## src/rtl/mag_pkg.sv

```systemverilog
package mag_pkg;

    // running sample count width
    localparam int COUNT_BITS = 32;

    localparam int FRAME_W  = 12;
    localparam int TIME_W   = 29;
    localparam int RATE_W   = 16;
    localparam int KBPS_W   = 9;
    localparam int NUM_W    = 26;
    localparam int FACTOR_W = 18;
    localparam int SAMP_W   = 11;

    localparam int MS_PER_S = 1000;

    // timestamp dividend is count * 1000, radix-4 steps
    localparam int DIV_BITS  = COUNT_BITS + 10;
    localparam int DIV_STEPS = (DIV_BITS + 1) / 2;
    localparam int DIV_W     = 2 * DIV_STEPS;
    localparam int STEP_W    = $clog2(DIV_STEPS + 1);

    localparam int Q_DEPTH = 2;
    localparam int Q_PTR_W = (Q_DEPTH > 1) ? $clog2(Q_DEPTH) : 1;
    localparam int Q_CNT_W = $clog2(Q_DEPTH + 1);

    localparam logic [7:0] SYNC_BYTE = 8'hFF;
    localparam logic [2:0] SYNC_BITS = 3'b111;

    localparam logic [1:0] ST_VALID   = 2'd0;
    localparam logic [1:0] ST_NOSYNC  = 2'd1;
    localparam logic [1:0] ST_INVALID = 2'd2;

    localparam logic [1:0] VER_MPEG25    = 2'b00;
    localparam logic [1:0] VER_RESERVED  = 2'b01;
    localparam logic [1:0] VER_MPEG2     = 2'b10;
    localparam logic [1:0] VER_MPEG1     = 2'b11;

    localparam logic [1:0] LAYER_RESERVED = 2'b00;
    localparam logic [1:0] LAYER_III      = 2'b01;
    localparam logic [1:0] LAYER_II       = 2'b10;
    localparam logic [1:0] LAYER_I        = 2'b11;

    localparam logic [FACTOR_W-1:0] FACTOR_L1     = 18'd12000;
    localparam logic [FACTOR_W-1:0] FACTOR_LSF_L3 = 18'd72000;
    localparam logic [FACTOR_W-1:0] FACTOR_FULL   = 18'd144000;

    localparam logic [SAMP_W-1:0] SAMPLES_L1     = 11'd384;
    localparam logic [SAMP_W-1:0] SAMPLES_LSF_L3 = 11'd576;
    localparam logic [SAMP_W-1:0] SAMPLES_FULL   = 11'd1152;

    typedef enum logic [1:0] {
        KIND_L1     = 2'd0,
        KIND_LSF_L3 = 2'd1,
        KIND_FULL   = 2'd2
    } frame_kind_t;

    typedef struct packed {
        logic [7:0] sync_byte;
        logic [7:0] version_layer_byte;
        logic [7:0] rate_byte;
    } mag_hdr_t;

    typedef struct packed {
        logic [1:0]         status;
        logic [FRAME_W-1:0] frame_bytes;
        logic [TIME_W-1:0]  time_ms;
    } mag_res_t;

    // decoded header held in the front stage
    typedef struct packed {
        logic [1:0]        status;
        logic [KBPS_W-1:0] kbps;
        logic [RATE_W-1:0] rate;
        logic              pad;
        frame_kind_t       kind;
    } mag_dec_t;

    // one queued job for the back end
    typedef struct packed {
        logic [1:0]        status;
        logic [NUM_W-1:0]  num;
        logic [RATE_W-1:0] rate;
        logic              pad;
        logic              layer1;
        logic [SAMP_W-1:0] samples;
    } mag_job_t;

    typedef struct packed {
        logic [1:0]        q;
        logic [RATE_W-1:0] rem;
    } div_res_t;

    localparam logic [KBPS_W-1:0] KBPS_LSF_L23 [16] = '{
        9'd0, 9'd8, 9'd16, 9'd24, 9'd32, 9'd40, 9'd48, 9'd56,
        9'd64, 9'd80, 9'd96, 9'd112, 9'd128, 9'd144, 9'd160, 9'd0};
    localparam logic [KBPS_W-1:0] KBPS_LSF_L1 [16] = '{
        9'd0, 9'd32, 9'd48, 9'd56, 9'd64, 9'd80, 9'd96, 9'd112,
        9'd128, 9'd144, 9'd160, 9'd176, 9'd192, 9'd224, 9'd256, 9'd0};
    localparam logic [KBPS_W-1:0] KBPS_V1_L3 [16] = '{
        9'd0, 9'd32, 9'd40, 9'd48, 9'd56, 9'd64, 9'd80, 9'd96,
        9'd112, 9'd128, 9'd160, 9'd192, 9'd224, 9'd256, 9'd320, 9'd0};
    localparam logic [KBPS_W-1:0] KBPS_V1_L2 [16] = '{
        9'd0, 9'd32, 9'd48, 9'd56, 9'd64, 9'd80, 9'd96, 9'd112,
        9'd128, 9'd160, 9'd192, 9'd224, 9'd256, 9'd320, 9'd384, 9'd0};
    localparam logic [KBPS_W-1:0] KBPS_V1_L1 [16] = '{
        9'd0, 9'd32, 9'd64, 9'd96, 9'd128, 9'd160, 9'd192, 9'd224,
        9'd256, 9'd288, 9'd320, 9'd352, 9'd384, 9'd416, 9'd448, 9'd0};

    // bitrate in kbit/s, zero for free format, bad index or reserved layer
    function automatic logic [KBPS_W-1:0] kbps_lookup(
        input logic       mpeg1,
        input logic [1:0] lay,
        input logic [3:0] bri
    );
        logic [KBPS_W-1:0] k;
        k = '0;
        case (lay)
            LAYER_I:   k = mpeg1 ? KBPS_V1_L1[bri] : KBPS_LSF_L1[bri];
            LAYER_II:  k = mpeg1 ? KBPS_V1_L2[bri] : KBPS_LSF_L23[bri];
            LAYER_III: k = mpeg1 ? KBPS_V1_L3[bri] : KBPS_LSF_L23[bri];
            default:   k = '0;
        endcase
        return k;
    endfunction

    // sample rate in Hz, zero when reserved
    function automatic logic [RATE_W-1:0] rate_lookup(
        input logic [1:0] ver,
        input logic [1:0] sri
    );
        logic [RATE_W-1:0] r;
        r = '0;
        case (ver)
            VER_MPEG1:
                case (sri)
                    2'd0:    r = 16'd44100;
                    2'd1:    r = 16'd48000;
                    2'd2:    r = 16'd32000;
                    default: r = '0;
                endcase
            VER_MPEG2:
                case (sri)
                    2'd0:    r = 16'd22050;
                    2'd1:    r = 16'd24000;
                    2'd2:    r = 16'd16000;
                    default: r = '0;
                endcase
            VER_MPEG25:
                case (sri)
                    2'd0:    r = 16'd11025;
                    2'd1:    r = 16'd12000;
                    2'd2:    r = 16'd8000;
                    default: r = '0;
                endcase
            default: r = '0;
        endcase
        return r;
    endfunction

    // two restoring division steps, remainder stays below divisor
    function automatic div_res_t div_pair(
        input logic [RATE_W-1:0] rem,
        input logic [1:0]        bits,
        input logic [RATE_W-1:0] d
    );
        logic [RATE_W:0]   t;
        logic [RATE_W-1:0] r;
        div_res_t          o;
        t = {rem, bits[1]};
        if (t >= {1'b0, d})
        begin
            r      = RATE_W'(t - {1'b0, d});
            o.q[1] = 1'b1;
        end
        else
        begin
            r      = t[RATE_W-1:0];
            o.q[1] = 1'b0;
        end
        t = {r, bits[0]};
        if (t >= {1'b0, d})
        begin
            o.rem  = RATE_W'(t - {1'b0, d});
            o.q[0] = 1'b1;
        end
        else
        begin
            o.rem  = t[RATE_W-1:0];
            o.q[0] = 1'b0;
        end
        return o;
    endfunction

endpackage

```

## src/rtl/mag_front.sv

```systemverilog
module mag_front
    import mag_pkg::*;
(
    input  logic     clk,
    input  logic     rst_n,
    input  logic     hdr_valid,
    input  mag_hdr_t hdr,
    output logic     hdr_stall,
    output logic     push_valid,
    output mag_job_t push_job,
    input  logic     push_full
);

    logic     dec_valid_reg, dec_valid_next;
    mag_dec_t dec_reg;
    mag_dec_t dec_now;
    logic     accept;

    logic [1:0] ver, lay;
    logic       sync_ok;

    logic [FACTOR_W-1:0]       factor;
    logic [KBPS_W+FACTOR_W-1:0] product;

    assign hdr_stall = dec_valid_reg && push_full;
    assign accept    = hdr_valid && !hdr_stall;

    // classify the header bytes
    always_comb
    begin
        ver     = hdr.version_layer_byte[4:3];
        lay     = hdr.version_layer_byte[2:1];
        sync_ok = (hdr.sync_byte == SYNC_BYTE) && (hdr.version_layer_byte[7:5] == SYNC_BITS);

        dec_now.kbps = kbps_lookup(ver == VER_MPEG1, lay, hdr.rate_byte[7:4]);
        dec_now.rate = rate_lookup(ver, hdr.rate_byte[3:2]);
        dec_now.pad  = hdr.rate_byte[1];

        if (lay == LAYER_I)
            dec_now.kind = KIND_L1;
        else if (lay == LAYER_III && ver != VER_MPEG1)
            dec_now.kind = KIND_LSF_L3;
        else
            dec_now.kind = KIND_FULL;

        if (!sync_ok)
            dec_now.status = ST_NOSYNC;
        else if (ver == VER_RESERVED || lay == LAYER_RESERVED
                 || dec_now.kbps == '0 || dec_now.rate == '0)
            dec_now.status = ST_INVALID;
        else
            dec_now.status = ST_VALID;
    end

    always_comb
    begin
        dec_valid_next = dec_valid_reg;
        if (accept)
            dec_valid_next = 1'b1;
        else if (dec_valid_reg && !push_full)
            dec_valid_next = 1'b0;
    end

    always_ff @(posedge clk or negedge rst_n)
    begin
        if (!rst_n)
            dec_valid_reg <= 1'b0;
        else
            dec_valid_reg <= dec_valid_next;
    end

    always_ff @(posedge clk)
    begin
        if (accept)
            dec_reg <= dec_now;
    end

    // bitrate times length factor, then into the queue
    always_comb
    begin
        case (dec_reg.kind)
            KIND_L1:     factor = FACTOR_L1;
            KIND_LSF_L3: factor = FACTOR_LSF_L3;
            default:     factor = FACTOR_FULL;
        endcase
        product = (KBPS_W + FACTOR_W)'(dec_reg.kbps) * (KBPS_W + FACTOR_W)'(factor);

        push_job.status = dec_reg.status;
        push_job.num    = product[NUM_W-1:0];
        push_job.rate   = dec_reg.rate;
        push_job.pad    = dec_reg.pad;
        push_job.layer1 = (dec_reg.kind == KIND_L1);
        case (dec_reg.kind)
            KIND_L1:     push_job.samples = SAMPLES_L1;
            KIND_LSF_L3: push_job.samples = SAMPLES_LSF_L3;
            default:     push_job.samples = SAMPLES_FULL;
        endcase
    end

    assign push_valid = dec_valid_reg;

endmodule

```

## src/rtl/mag_queue.sv

```systemverilog
module mag_queue
    import mag_pkg::*;
(
    input  logic     clk,
    input  logic     rst_n,
    input  logic     push_valid,
    input  mag_job_t push_job,
    output logic     full,
    output logic     pop_valid,
    output mag_job_t pop_job,
    input  logic     pop
);

    mag_job_t            mem_reg [Q_DEPTH];
    logic [Q_PTR_W-1:0]  wr_ptr_reg, wr_ptr_next;
    logic [Q_PTR_W-1:0]  rd_ptr_reg, rd_ptr_next;
    logic [Q_CNT_W-1:0]  count_reg, count_next;
    logic                do_push, do_pop;

    assign full      = (count_reg == Q_CNT_W'(Q_DEPTH));
    assign pop_valid = (count_reg != '0);
    assign pop_job   = mem_reg[rd_ptr_reg];
    assign do_push   = push_valid && !full;
    assign do_pop    = pop && pop_valid;

    always_comb
    begin
        wr_ptr_next = wr_ptr_reg;
        rd_ptr_next = rd_ptr_reg;
        count_next  = count_reg;
        if (do_push)
            wr_ptr_next = (wr_ptr_reg == Q_PTR_W'(Q_DEPTH - 1)) ? '0 : wr_ptr_reg + 1'b1;
        if (do_pop)
            rd_ptr_next = (rd_ptr_reg == Q_PTR_W'(Q_DEPTH - 1)) ? '0 : rd_ptr_reg + 1'b1;
        if (do_push && !do_pop)
            count_next = count_reg + 1'b1;
        else if (do_pop && !do_push)
            count_next = count_reg - 1'b1;
    end

    always_ff @(posedge clk or negedge rst_n)
    begin
        if (!rst_n)
        begin
            wr_ptr_reg <= '0;
            rd_ptr_reg <= '0;
            count_reg  <= '0;
        end
        else
        begin
            wr_ptr_reg <= wr_ptr_next;
            rd_ptr_reg <= rd_ptr_next;
            count_reg  <= count_next;
        end
    end

    always_ff @(posedge clk)
    begin
        if (do_push)
            mem_reg[wr_ptr_reg] <= push_job;
    end

    a_count_bound: assert property (@(posedge clk) disable iff (!rst_n)
        count_reg <= Q_CNT_W'(Q_DEPTH))
        else $error("queue count beyond depth");

endmodule

```

## src/rtl/mag_back.sv

```systemverilog
module mag_back
    import mag_pkg::*;
(
    input  logic     clk,
    input  logic     rst_n,
    input  logic     q_valid,
    input  mag_job_t q_job,
    output logic     q_pop,
    output logic     res_valid,
    output mag_res_t res,
    input  logic     res_stall
);

    typedef enum logic [2:0] {
        B_IDLE = 3'b001,
        B_RUN  = 3'b010,
        B_DONE = 3'b100
    } back_state_t;

    back_state_t         state_reg, state_next;
    logic [STEP_W-1:0]   step_reg, step_next;
    mag_job_t            job_reg, job_next;
    logic [RATE_W-1:0]   rem_t_reg, rem_t_next;
    logic [RATE_W-1:0]   rem_l_reg, rem_l_next;
    logic [DIV_W-1:0]    quo_t_reg, quo_t_next;
    logic [DIV_W-1:0]    quo_l_reg, quo_l_next;
    logic [COUNT_BITS-1:0] total_reg, total_next;
    logic                res_valid_reg, res_valid_next;
    mag_res_t            res_reg, res_next;

    logic                out_free;
    div_res_t            step_t, step_l;
    logic [FRAME_W-1:0]  len_sum;

    assign out_free = !res_valid_reg || !res_stall;
    assign step_t   = div_pair(rem_t_reg, quo_t_reg[DIV_W-1 -: 2], job_reg.rate);
    assign step_l   = div_pair(rem_l_reg, quo_l_reg[DIV_W-1 -: 2], job_reg.rate);
    assign len_sum  = quo_l_reg[FRAME_W-1:0] + FRAME_W'(job_reg.pad);

    always_comb
    begin
        state_next     = state_reg;
        step_next      = step_reg;
        job_next       = job_reg;
        rem_t_next     = rem_t_reg;
        rem_l_next     = rem_l_reg;
        quo_t_next     = quo_t_reg;
        quo_l_next     = quo_l_reg;
        total_next     = total_reg;
        res_valid_next = res_valid_reg;
        res_next       = res_reg;
        q_pop          = 1'b0;

        if (res_valid_reg && !res_stall)
            res_valid_next = 1'b0;

        case (state_reg)
            B_IDLE:
            begin
                if (q_valid && out_free)
                begin
                    q_pop    = 1'b1;
                    job_next = q_job;
                    if (q_job.status != ST_VALID)
                    begin
                        res_next.status      = q_job.status;
                        res_next.frame_bytes = '0;
                        res_next.time_ms     = '0;
                        res_valid_next       = 1'b1;
                    end
                    else
                    begin
                        rem_t_next = '0;
                        rem_l_next = '0;
                        quo_t_next = DIV_W'(total_reg) * DIV_W'(MS_PER_S);
                        quo_l_next = DIV_W'(q_job.num);
                        step_next  = STEP_W'(DIV_STEPS);
                        state_next = B_RUN;
                    end
                end
            end
            B_RUN:
            begin
                rem_t_next = step_t.rem;
                rem_l_next = step_l.rem;
                quo_t_next = {quo_t_reg[DIV_W-3:0], step_t.q};
                quo_l_next = {quo_l_reg[DIV_W-3:0], step_l.q};
                step_next  = step_reg - 1'b1;
                if (step_reg == STEP_W'(1))
                    state_next = B_DONE;
            end
            B_DONE:
            begin
                if (out_free)
                begin
                    res_next.status      = ST_VALID;
                    res_next.frame_bytes = job_reg.layer1
                                         ? {len_sum[FRAME_W-3:0], 2'b00} : len_sum;
                    res_next.time_ms     = quo_t_reg[TIME_W-1:0];
                    res_valid_next       = 1'b1;
                    total_next           = total_reg + COUNT_BITS'(job_reg.samples);
                    state_next           = B_IDLE;
                end
            end
            default:
                state_next = B_IDLE;
        endcase
    end

    always_ff @(posedge clk or negedge rst_n)
    begin
        if (!rst_n)
        begin
            state_reg     <= B_IDLE;
            step_reg      <= '0;
            total_reg     <= '0;
            res_valid_reg <= 1'b0;
        end
        else
        begin
            state_reg     <= state_next;
            step_reg      <= step_next;
            total_reg     <= total_next;
            res_valid_reg <= res_valid_next;
        end
    end

    always_ff @(posedge clk)
    begin
        job_reg   <= job_next;
        rem_t_reg <= rem_t_next;
        rem_l_reg <= rem_l_next;
        quo_t_reg <= quo_t_next;
        quo_l_reg <= quo_l_next;
        res_reg   <= res_next;
    end

    assign res_valid = res_valid_reg;
    assign res       = res_reg;

    a_reject_zero: assert property (@(posedge clk) disable iff (!rst_n)
        res_valid_reg && res_reg.status != ST_VALID
        |-> res_reg.frame_bytes == '0 && res_reg.time_ms == '0)
        else $error("rejected header carries nonzero fields");

    a_total_on_done: assert property (@(posedge clk) disable iff (!rst_n)
        total_reg != $past(total_reg) |-> $past(state_reg == B_DONE))
        else $error("sample total moved outside frame completion");

    a_pop_idle: assert property (@(posedge clk) disable iff (!rst_n)
        q_pop |-> state_reg == B_IDLE && q_valid && out_free)
        else $error("queue popped while busy");

endmodule

```

## src/rtl/mpeg_audio_frame_header_timing_core.sv

```systemverilog
// mpeg audio frame header timing core
//
// hdr channel: one request carries the first three bytes of a candidate
// frame (sync, version/layer, bitrate/rate/padding). res channel: one
// request per header with status (valid, no sync, invalid), frame length in
// bytes and the frame start time in milliseconds.
// front stage decodes and looks up bitrate and sample rate, a two-entry
// job queue sits between it and the back end, which runs a radix-4
// restoring divider (two lanes: frame length and timestamp) whose step
// count DIV_STEPS follows from COUNT_BITS = 32.
// a rejected header passes the decode register, a queue entry and the
// result register; a valid frame also runs the B_RUN divider loop and
// B_DONE before the result register is loaded.
// the back end pops a new job only in B_IDLE, so the next job waits until
// a valid frame leaves B_DONE; rejected headers are answered from B_IDLE.
// reset clears the running sample count and all valid flags; no clearing
// pass is needed. while res_stall is high the result register holds, the
// queue fills and then hdr_stall rises; nothing is dropped.
module mpeg_audio_frame_header_timing_core
    import mag_pkg::*;
(
    input  logic     clk,
    input  logic     rst_n,
    input  logic     hdr_valid,
    input  mag_hdr_t hdr,
    output logic     hdr_stall,
    output logic     res_valid,
    output mag_res_t res,
    input  logic     res_stall
);

    // front to queue
    logic     push_valid;
    mag_job_t push_job;
    logic     push_full;

    // queue to back end
    logic     q_valid;
    mag_job_t q_job;
    logic     q_pop;

    // header decode and table lookups
    mag_front u_front (
        .clk        (clk),
        .rst_n      (rst_n),
        .hdr_valid  (hdr_valid),
        .hdr        (hdr),
        .hdr_stall  (hdr_stall),
        .push_valid (push_valid),
        .push_job   (push_job),
        .push_full  (push_full)
    );

    // short job queue decoupling decode from division
    mag_queue u_queue (
        .clk        (clk),
        .rst_n      (rst_n),
        .push_valid (push_valid),
        .push_job   (push_job),
        .full       (push_full),
        .pop_valid  (q_valid),
        .pop_job    (q_job),
        .pop        (q_pop)
    );

    // divider, sample count and result register
    mag_back u_back (
        .clk       (clk),
        .rst_n     (rst_n),
        .q_valid   (q_valid),
        .q_job     (q_job),
        .q_pop     (q_pop),
        .res_valid (res_valid),
        .res       (res),
        .res_stall (res_stall)
    );

endmodule

```

## config.mk

```make
export PLATFORM = sky130hd
export DESIGN_NAME = mpeg_audio_frame_header_timing_core
export DESIGN_NICKNAME = d
export VERILOG_FILES = /design/src/rtl/mag_pkg.sv /design/src/rtl/mag_front.sv /design/src/rtl/mag_queue.sv /design/src/rtl/mag_back.sv /design/src/rtl/mpeg_audio_frame_header_timing_core.sv
export SDC_FILE = /design/constraint.sdc
export NUM_CORES = 1
export LEC_CHECK = 0
export ABC_AREA = 1
export BUFFER_PORTS_ARGS = -buffer_cell sky130_fd_sc_hd__buf_2
export CAP_MARGIN = 20
export CORE_UTILIZATION = 39
export CTS_CLUSTER_DIAMETER = 60
export DETAILED_ROUTE_END_ITERATION = 10
export PLACE_DENSITY = 0.62
export SLEW_MARGIN = 30
export SYNTH_ARGS = -nofsm -noshare
export SYNTH_HDL_FRONTEND = slang
export SYNTH_SLANG_ARGS = --single-unit
```

## constraint.sdc

```tcl
create_clock -name clk -period 4.6 [get_ports clk]
set_input_delay 0.92 -clock clk [delete_from_list [all_inputs] [get_ports clk]]
set_output_delay 0.92 -clock clk [all_outputs]
set_load 0.02 [all_outputs]
```

==> results of run 1 <==
==> layer usage <==
metal	part of all wire [%]	global-route usage [%]	vias up
met1	46	24.55	8610
li1	-	-	9066
met5	0.016	0	-
met3	4.1	2.508	78
met4	2.1	4.809	2
met2	47	30.49	369
==> worst max path at each step <==
| stage | startpoint | end | slack [ps] |
|---|---|---|---|
| 6_report | u_front.dec_reg[1]$_SDFFCE_PP0P_ | u_queue.mem_reg[1][50]$_DFFE_PP_ | 60 |
| 5_1_grt | u_back.total_reg[8]$_DFFE_PN0P_ | u_back.quo_t_reg[30]$_DFFE_PP_ | -90 |
| 4_1_cts | u_back.total_reg[8]$_DFFE_PN0P_ | u_back.quo_t_reg[41]$_DFFE_PP_ | -20 |
| 3_5_place_dp | u_back.total_reg[23]$_DFFE_PN0P_ | u_back.quo_t_reg[41]$_DFFE_PP_ | -260 |
| 3_3_place_gp | u_front.dec_reg[1]$_SDFFCE_PP0P_ | u_queue.mem_reg[0][54]$_DFFE_PP_ | -220 |
| 2_1_floorplan | u_front.dec_reg[0]$_SDFFCE_PP0P_ | u_queue.mem_reg[0][53]$_DFFE_PP_ | 4 |
==> kinds of logic (layout without fill, tap and decap cells) <==
group | after synthesis | count (layout)
AOI/OAI and AO/OA | 356 | 356
xor gates and xnor gates | 99 | 99
adders and majority gates | 332 | 332
buffers and inverters | 522 | 830
DFF | 324 | 324
muxes | 2 | 2
and+or+nand+nor | 975 | 975
==> cell usage in the layout, fill, tap and decap left out, drive strengths merged, types with 3 or more instances in the layout <==
cell,instances
a211oi,4
a21boi,3
a21o,5
a21oi,128
a221oi,3
a31oi,27
buf,284
bufinv,3
clkbuf,46
clkinv,16
clkinvlp,6
dfrtp,39
edfxtp,284
fa,132
ha,200
inv,475
nand2,502
nand3,107
nand3b,5
nand4,16
nor2,286
nor3,27
nor4,9
o211ai,6
o21a,4
o21ai,136
o21bai,10
o22ai,18
or2,20
xnor2,26
xor2,73
==> through the flow <==
stage          hold WS (ps)  utilization (%)  setup TNS, ps  setup slack, ps  instances
2_1_floorplan         421.5                -              0            3.952       2610
3_3_place_gp          424.8            43.62          -1706           -216.5       3588
3_5_place_dp          438.3            43.63          -2923           -259.6       3588
4_1_cts               368.0            46.08         -43.39           -24.27       3667
5_1_grt               392.0            47.75         -810.8           -91.78       3700
6_report              373.8            47.75              0            58.77       3700
==> final cells by class <==
class	instances	area share, %
Clock buffer	46	3.632
Clock inverter	24	0.8177
Tap cell	782	3.401
Multi-Input combinational cell	1764	45.63
Inverter	476	6.355
Sequential cell	324	33.13
Timing Repair Buffer	284	7.033
==> what timing repair did <==
item / in CTS / in global routing
setup endpoints to repair: 21 / 63
endpoints found under the hold margin: 0 / 0
pin swaps: 14 / 82
gates resized for setup: 50 / 178
setup buffers: 9 / 34
==> results by group, run 1 <==
Synthesis
  – Flop and latch count out of synthesis: 324
  – Multiplexer area fraction after synthesis: 0.08418%
  – Post-synthesis net count: 2970
  – Ys flop type: edfxtp_1
  – Post-synthesis instance area: 23780 um2
  – Syn Area/Cell: 9.111 um2
  – Post-synthesis simple-gate area fraction: between 10% and 20%
  – Most frequent cell after synthesis: nand2_1
  – Syn. warnings: 0
  – Post-synth cell types: 60
  – Synth Area in XOR/XNOR: 3.646%
  – Adder-cell area share of the yosys netlist: a little over a fifth
  – Compound-Gate Fraction of Synth Area: 8.434%
  – Leading area contributor after synthesis: edfxtp_1
  – Synth area leaders: edfxtp_1 (36%), fa_1 (11%), ha_1 (11%)
  – Async set-reset flop share out of synthesis: 12.35%
  – Mapped Cells: roughly 2600
  – Synth top area share: 35.86%
  – Post-synthesis sequential area ratio: between 40 and 50%
  – EDFF count, synth: 284
  – Largest family of logic cells by synthesized area: adder cells
  – Top post-synthesis cells by count: nand2_1 (475), inv_1 (462), edfxtp_1 (284)

GRT
  – Vias in the first global route: 18348
  – GRT Total Usage: 18.15%
  – Largest net degree at the start of global routing: 90
  – First-pass GRT wire length: 92000 um
  – GRT overflow: 0
  – Initial antenna violation count: 1

Final layout
  – Design Area, Final: between 20000 and 30000 um2
  – ANT cells: 0
  – Fill cell count: 5505
  – Max reg flops: 80
  – Area Overhead vs Synth: 20.96%
  – Area of the multi-input gates: 13130 um2
  – Flip-flop and latch area: 9530 um2
  – Fin nets: 3249
  – Layout cells sized above 1: 21.18%

Worst setup path
  – Startpoint Class: flop
  – CP bufs+invs: 7
  – Crit Path Max Fanout: 5
  – CP Data Required Time: 4880 ps
  – R2R setup slack: 60 ps
  – CP most frequent cell: buf_4
  – Critical Path Sink Type: flop
  – Worst R2R Path Depth: 19
  – Worst EP arrival: 4830 ps
  – Largest stage delay, worst path: 580 ps
  – Crit Reg-Reg Endpoint: u_queue.mem_reg[1][50]$_DFFE_PP_
  – Crit path cell chain: buf_6 > nor2_4 > buf_4 > nand2_4 > fa_1 > inv_1 > fa_1 > fa_1 > ha_4 > ha_4 > a21oi_2 > o21ai_2 > a21oi_4 > o21ai_2 > buf_4 > buf_4 > buf_4 > buf_4 > xor2_2
  – Family with the most delay on the worst path: adder cells
  – Slowest stage cell, crit path: fa_1
  – FF-to-FF Start: u_front.dec_reg[1]$_SDFFCE_PP0P_
  – CP Depth: 19
  – Crit Path Category: reg -> reg

Timing
  – Final period util: 98.72%
  – Final min period: 4541 ps
  – Clock skew: roughly 18 ps
  – Fin. max-slew vios: 0
  – Fmax: 220.2 MHz
  – Slew @ Worst Pin: around 780 ps
  – Final Hold Viols: 0
  – Setup violations, final: 0
  – RSZ-0062 raised after global routing: true
  – Slew HR: 47.67%

Clock network
  – Root buf cell: clkbuf_16
  – Worst-skew pair later-pin latency: 550 ps
  – CTS tree: done
  – Post-CTS Hold Buffers: 0
  – Htree depth: 2
  – CTS clk-pin slew, worst paths: 60 ps
  – CTS max path bufs: 3
  – Clock tree sinks: ~320
  – TritonCTS buffer count: 39

Placed design
  – Port Buffers: 70
  – Hpwl dp: around 42000 um
  – GPL Wtd Cong: 0.9013
  – Placed Area: 26280 um2

Routing
  – Initial DRT Pass Iterations: 5
  – Routed len/inst: ~15 um
  – Vias: 18125
  – DRC Markers: 0
  – Final ANT Viol Nets: 0
  – Drt initial violations: 1109
  – Vias/cell: 4.899
  – WL final: 56580 um

Die
  – Initial Util: 39.47%
  – Die W: about 250 um
  – Die height: 248.9 um
  – Num rows: 90
  – # IOs: 73
  – CORE AREA: approximately 60000 um2
  – Die area: 61970 um2

Worst hold path
  – Tightest Hold Check Type: in -> async

Job
  – Maximum Capacitance Violations: 0

Outcome
  – Status: complete, no violations
Power of run 1 is not shown: default switching activity piles up to over one toggle a cycle in this logic, so the estimate is an artifact.
==> inputs of run 2 (changes only) <==
Settings changed: CAP_MARGIN 20 to 30, CORE_MARGIN from default to 2.
==> run 2 against run 1 <==
  * Global-route usage is 0.50 points lower
  * First-iteration DRC count shrank 1.8%
  * Final cell count is 0.54% lower
  * Non-clock buffer count down 22
  * Die area increased by 1.6%
  * Core utilization down 0.67 points
  * Wire length is 1.5% lower
  * Clock skew down 4.1 ps
  * Cell area fell by 1.2%
==> results by group, run 2 (synthesized netlist as in run 1, its figures left out) <==
Timing
  – Slew @ Worst Pin: 723.1 ps (-61.81 ps)
  – Final min period: 4504 ps (-37.17 ps)
  – Clock skew: 13.58 ps (-4.119 ps)
  – Fmax: 222.0 MHz (+0.83%)
  – TNS Setup: 0 ps (unchanged)
  – Slew HR: 51.68% (+4.0 points)
  – RSZ-0062 raised after global routing: true
  – Setup violations, final: 0 (unchanged)
  – Final Hold Viols: 0 (unchanged)
  – Final period util: 97.91% (-0.81 points)
  – Fin. max-slew vios: 0 (unchanged)

Routing
  – Final ANT Viol Nets: 0 (unchanged)
  – Routed len/inst: 15.15 um (-0.93%)
  – Vias/cell: 4.898 (about the same)
  – Initial DRT Pass Iterations: 5 (unchanged)
  – Drt initial violations: 1089 (-1.8%)
  – WL final: 55750 um (-1.5%)
  – DRC Markers: 0 (unchanged)
  – Vias: 18024 (-0.56%)

Die
  – Initial Util: 39.40% (-0.074 points)
  – Die W: 250.9 um (+0.80%)
  – Num rows: 90 (unchanged)
  – Die area: 62970 um2 (+1.6%)
  – Die height: 250.9 um (+0.80%)
  – CORE AREA: 60360 um2 (+0.19%)
  – # IOs: 73 (unchanged)

Final layout
  – ANT cells: 0 (unchanged)
  – Max reg flops: 80 (unchanged)
  – Flip-flop and latch area: 9530 um2 (unchanged)
  – Most frequent cells in the layout: nand2_1 (461), inv_1 (424), edfxtp_1 (284)
  – Layout cells sized above 1: 19.22% (-2.0 points)
  – Area Overhead vs Synth: 19.50%
  – Leading cell type in the layout, fill and taps excluded: nand2_1
  – Fin nets: 3228 (-0.65%)
  – Area of the multi-input gates: 12950 um2 (-1.4%)
  – Fill cell count: 5629 (+2.3%)
  – Finished Layout Cells: 3680 (-0.54%)

Worst setup path
  – Crit Path Category: reg -> reg
  – Worst EP arrival: 4800 ps (-30 ps)
  – CP Data Required Time: 4890 ps (about the same)
  – Startpoint Class: flop
  – R2R setup slack: 100 ps (+40 ps)
  – Critical Path Sink Type: flop
  – Setup crit end: u_queue.mem_reg[0][53]$_DFFE_PP_
  – FF-to-FF Start: u_front.dec_reg[1]$_SDFFCE_PP0P_
  – Worst R2R Path Depth: 23 (+4)
  – Crit Path Max Fanout: 5 (unchanged)
  – Crit Reg-Reg Endpoint: u_queue.mem_reg[0][53]$_DFFE_PP_
  – Setup crit start: u_front.dec_reg[1]$_SDFFCE_PP0P_

Clock network
  – Clock tree sinks: 324 (unchanged)
  – CTS tree: done
  – CTS max path bufs: 3 (unchanged)
  – CTS clk-pin slew, worst paths: 60 ps (about the same)
  – TritonCTS buffer count: 40 (+2.6%)
  – Worst-skew pair later-pin latency: 550 ps (about the same)
  – Htree depth: 2 (unchanged)
  – Root buf cell: clkbuf_16

Placed design
  – Cells after DPL: 3576 (-0.33%)
  – GPL Wtd Cong: 0.9377 (+4.0%)
  – Port Buffers: 70 (unchanged)
  – Hpwl dp: 42470 um (about the same)

Worst hold path
  – Tightest Hold Check Type: in -> async

GRT
  – Initial antenna violation count: 1 (unchanged)
  – First-pass GRT wire length: 90160 um (-2.0%)
  – Vias in the first global route: 17964 (-2.1%)
  – GRT Total Usage: 17.65% (-0.50 points)
  – Largest net degree at the start of global routing: 90 (unchanged)
  – GRT overflow: 0 (unchanged)

Outcome
  – Status: complete, no violations

Job
  – Maximum Capacitance Violations: 0 (unchanged)
[run 2: changes by cell type in the layout (fill, tap and decap cells not counted), moves of 5 or more]
cell      previous run  this run
clkbuf_1             5        10
buf_4              205       186
a21oi_1             96       101
nand3_2             15         8
nand3_1             91        98
o21ai_2             11         3
inv_4               12         7
nand2_1            456       461
nand2_2             38        32
clkinv_1            10         5
[run 2: final cells by class]
class / instances / share of cell area (%)
Multi-Input combinational cell: 1764 / 45.56
Sequential cell: 324 / 33.54
Timing Repair Buffer: 262 / 6.538
Inverter: 476 / 6.375
Clock buffer: 52 / 3.791
Tap cell: 782 / 3.443
Clock inverter: 20 / 0.7573
[run 2: per-layer routing]
| metal | global-route usage (%) | vias to the layer above | share of wire, % | wire [um] |
|---|---|---|---|---|
| met5 | 0 | - | 0 | 0 |
| li1 | - | 9033 | - | - |
| met3 | 2.516 | 93 | 4.1 | 2262 |
| met1 | 24.22 | 8563 | 47 | 26410 |
| met4 | 5.221 | 0 | 2.6 | 1436 |
| met2 | 29.11 | 335 | 46 | 25640 |
[run 2: repair_timing]
item / 4_1_cts / 5_1_grt
buffers inserted: 3 / 28
setup endpoints to repair: 19 / 64
hold buffers: 0 / 0
resized for setup: 28 / 146
pin swaps: 6 / 64
[run 2: worst min path at each step]
stage	from	end	depth (start not counted)
final	rst_n	u_back.total_reg[19]$_DFFE_PN0P_	1
after detailed placement	u_front.push_job[15]$_DFFE_PP_	u_queue.mem_reg[1][15]$_DFFE_PP_	0
after CTS	rst_n	u_back.total_reg[19]$_DFFE_PN0P_	1
after global placement	u_front.push_job[17]$_DFFE_PP_	u_queue.mem_reg[0][17]$_DFFE_PP_	0
after global routing	rst_n	u_back.total_reg[20]$_DFFE_PN0P_	1
after floorplan	u_front.push_job[12]$_DFFE_PP_	u_queue.mem_reg[0][12]$_DFFE_PP_	0
[run 2: critical path, cell delays in order (launching register included)]
cell and delay (ps):
edfxtp_1 490, nor2_4 220, inv_2 110, nor2_4 110, inv_1 80, fa_1 530
inv_2 100, ha_4 130, inv_2 30, fa_1 550, inv_2 50, ha_4 210
ha_4 160, fa_2 410, nand3_2 80, nand2_2 60, a21oi_2 130, o21bai_1 100
a21boi_1 180, o21ai_1 120, nand2_1 80, nand2_1 70, a21oi_2 150, xnor2_1 100
[run 2: through the flow]
step | hold slack, ps | util, % | instance area [um2] | worst slack (ps)
2_1_floorplan | 421.5 | - | 23800 | 3.952
3_3_place_gp | 428.1 | 43.36 | 26170 | -195.0
3_5_place_dp | 434.8 | 43.41 | 26200 | -267.3
4_1_cts | 359.7 | 45.73 | 27600 | 3.467
5_1_grt | 391.9 | 47.08 | 28420 | -106.8
6_report | 369.7 | 47.08 | 28420 | 95.94
Power of run 2 is left out for the same reason.
==> inputs of run 3 (changes only) <==
Settings changed: CORE_UTILIZATION 39 to 58, PLACE_DENSITY 0.62 to 0.84.
==> run 3 against run 2 <==
  * The flow now finishes with violations (setup timing)
  * Global-route usage rose by 8.9 points
  * Critical path depth unchanged
  * Sequential share of layout area increased by 0.60 points
  * Non-clock buffer count decreased by 17
  * Via count up 4.4%
  * Worst setup slack got worse by 190 ps
  * Maximum frequency down 4.1%
  * Core utilization increased by 22 points
  * Critical path type unchanged
==> results by group, run 3 (synthesized netlist as in run 1, its figures left out) <==
Outcome
  – Status: finished, violations left
  – Failing checks: setup timing

Final layout
  – Core Util, Final: 68.70% (+22 points)
  – Fin nets: 3208 (-0.62%)
  – Area Overhead vs Synth: 17.43%
  – Max reg flops: 80 (unchanged)
  – Most frequent cells in the layout: nand2_1 (460), inv_1 (426), edfxtp_1 (284)
  – Layout cells sized above 1: 19.10% (-0.12 points)
  – Leading cell type in the layout, fill and taps excluded: nand2_1
  – Finished Layout Cells: 3407 (-7.4%)
  – ANT cells: 0 (unchanged)

Clock network
  – Worst-skew pair later-pin latency: 530 ps (-20 ps)
  – CTS max path bufs: 3 (unchanged)
  – Root buf cell: clkbuf_16
  – TritonCTS buffer count: 37 (-7.5%)
  – Clock tree sinks: 324 (unchanged)
  – CTS clk-pin slew, worst paths: 60 ps (about the same)
  – Htree depth: 2 (unchanged)
  – Post-CTS Hold Buffers: 0 (unchanged)
  – CTS tree: done

Worst setup path
  – Crit Path Category: reg -> reg
  – FF-to-FF Start: u_front.dec_reg[1]$_SDFFCE_PP0P_
  – Critical Path Sink Type: flop
  – CP Data Required Time: 4960 ps (+70 ps)
  – Startpoint Class: flop
  – Worst EP arrival: 5060 ps (+260 ps)
  – R2R setup slack: -100 ps (-190 ps)
  – Crit Path Max Fanout: 13 (+8)
  – Crit Reg-Reg Endpoint: u_queue.mem_reg[1][54]$_DFFE_PP_
  – Worst R2R Path Depth: 23 (unchanged)

Worst hold path
  – Tightest Hold Check Type: in -> async

Routing
  – DRC Markers: 0 (unchanged)
  – Initial DRT Pass Iterations: 6 (+1)
  – WL final: 58030 um (+4.1%)
  – Routed len/inst: 17.03 um (+12%)
  – Vias/cell: 5.522 (+13%)
  – Vias: 18814 (+4.4%)
  – Final ANT Viol Nets: 0 (unchanged)
  – Drt initial violations: 1589 (+46%)

Die
  – Die W: 206.5 um (-18%)
  – Die height: 206.5 um (-18%)
  – CORE AREA: 40650 um2 (-33%)
  – # IOs: 73 (unchanged)
  – Die area: 42640 um2 (-32%)
  – Initial Util: 58.51% (+19 points)
  – Num rows: 74 (-18%)

Placed design
  – Cells after DPL: 3318 (-7.2%)
  – Hpwl dp: 41850 um (-1.5%)
  – GPL Wtd Cong: 0.9326 (-0.54%)
  – Port Buffers: 70 (unchanged)

Timing
  – Fmax: 212.9 MHz (-4.1%)
  – Clock skew: 26.83 ps (+13.26 ps)
  – Final period util: 102.1% (+4.2 points)
  – Setup violations, final: 6 (+6)
  – Final min period: 4696 ps (+192.0 ps)
  – Slew @ Worst Pin: 950.9 ps (+227.8 ps)
  – Setup WS post-layout: -96.07 ps (-192.0 ps)
  – Slew HR: 36.61% (-15 points)
  – RSZ-0062 raised after global routing: true
  – Final Hold Viols: 0 (unchanged)
  – Fin. max-slew vios: 0 (unchanged)

GRT
  – GRT Total Usage: 26.51% (+8.9 points)
  – GRT overflow: 0 (unchanged)
  – Initial antenna violation count: 2 (+1)
  – Vias in the first global route: 18542 (+3.2%)
  – First-pass GRT wire length: 89840 um (-0.36%)
  – Largest net degree at the start of global routing: 89 (-1.1%)

Job
  – Maximum Capacitance Violations: 0 (unchanged)
-- run 3: area by class of cell --
| type | instances | area (um2) |
|---|---|---|
| multi-input cells | 1764 | 13020 |
| fillers | 2883 | 12720 |
| flip-flops and latches | 324 | 9533 |
| inverters | 476 | 1831 |
| repair buffers | 245 | 1735 |
| clock buffers | 47 | 1006 |
| well taps | 532 | 665.6 |
| clock inverters | 19 | 131.4 |
-- run 3: worst max path at each step --
stage	endpoint	slack, ps	cells after the start	startpoint
global route	u_queue.mem_reg[1][54]$_DFFE_PP_	-240	23	u_front.dec_reg[1]$_SDFFCE_PP0P_
floorplan	u_queue.mem_reg[0][53]$_DFFE_PP_	4	20	u_front.dec_reg[0]$_SDFFCE_PP0P_
finish	u_queue.mem_reg[1][54]$_DFFE_PP_	-100	23	u_front.dec_reg[1]$_SDFFCE_PP0P_
global placement	u_queue.mem_reg[0][54]$_DFFE_PP_	-160	24	u_front.dec_reg[0]$_SDFFCE_PP0P_
CTS	u_back.quo_t_reg[35]$_DFFE_PP_	-40	20	u_back.total_reg[7]$_DFFE_PN0P_
detailed placement	u_queue.mem_reg[0][53]$_DFFE_PP_	-220	21	u_front.dec_reg[0]$_SDFFCE_PP0P_
-- run 3: metrics by stage --
step           area, um2  worst slack [ps]  hold slack, ps  setup TNS [ps]
4_1_cts            27060            -43.34           325.5          -43.34
6_report           27920            -96.07           328.4          -360.6
3_5_place_dp       25840            -216.3           433.7           -1805
5_1_grt            27920            -239.9           343.1           -1832
2_1_floorplan      23800             3.952           421.5               0
3_3_place_gp       25790            -164.0           423.8          -573.9
-- run 3: timing repair --
action | in CTS | in global routing
cloned | 0 | 0
buffers inserted | 3 | 20
gates resized for setup | 38 | 175
pin swaps | 5 | 69
endpoints found under the setup margin | 17 | 64
-- run 3: per-layer routing --
| layer | track usage, % | share of wire (%) | vias up | routed length (um) |
|---|---|---|---|---|
| met4 | 9.056 | 3.1 | 4 | 1782 |
| met5 | 0 | 0.045 | - | 26 |
| met1 | 34.41 | 41 | 8985 | 23690 |
| met2 | 45.56 | 50 | 704 | 28900 |
| met3 | 3.816 | 6.3 | 138 | 3634 |
| li1 | - | - | 8983 | - |
-- run 3: critical path: stages, from the launching register on --
cell,delay (ps)
edfxtp_1,480
buf_6,160
buf_6,150
nor2_4,120
inv_1,60
fa_1,480
inv_1,60
fa_1,540
inv_1,60
fa_1,430
inv_1,90
ha_1,280
ha_4,320
nand2_1,110
nor2_2,120
a21oi_2,70
o21ai_1,210
a21oi_1,110
o21ai_1,210
nand2_1,90
nand2_1,80
nand2_1,60
nand2_2,80
xor2_2,180
Power of run 3 is left out for the same reason.
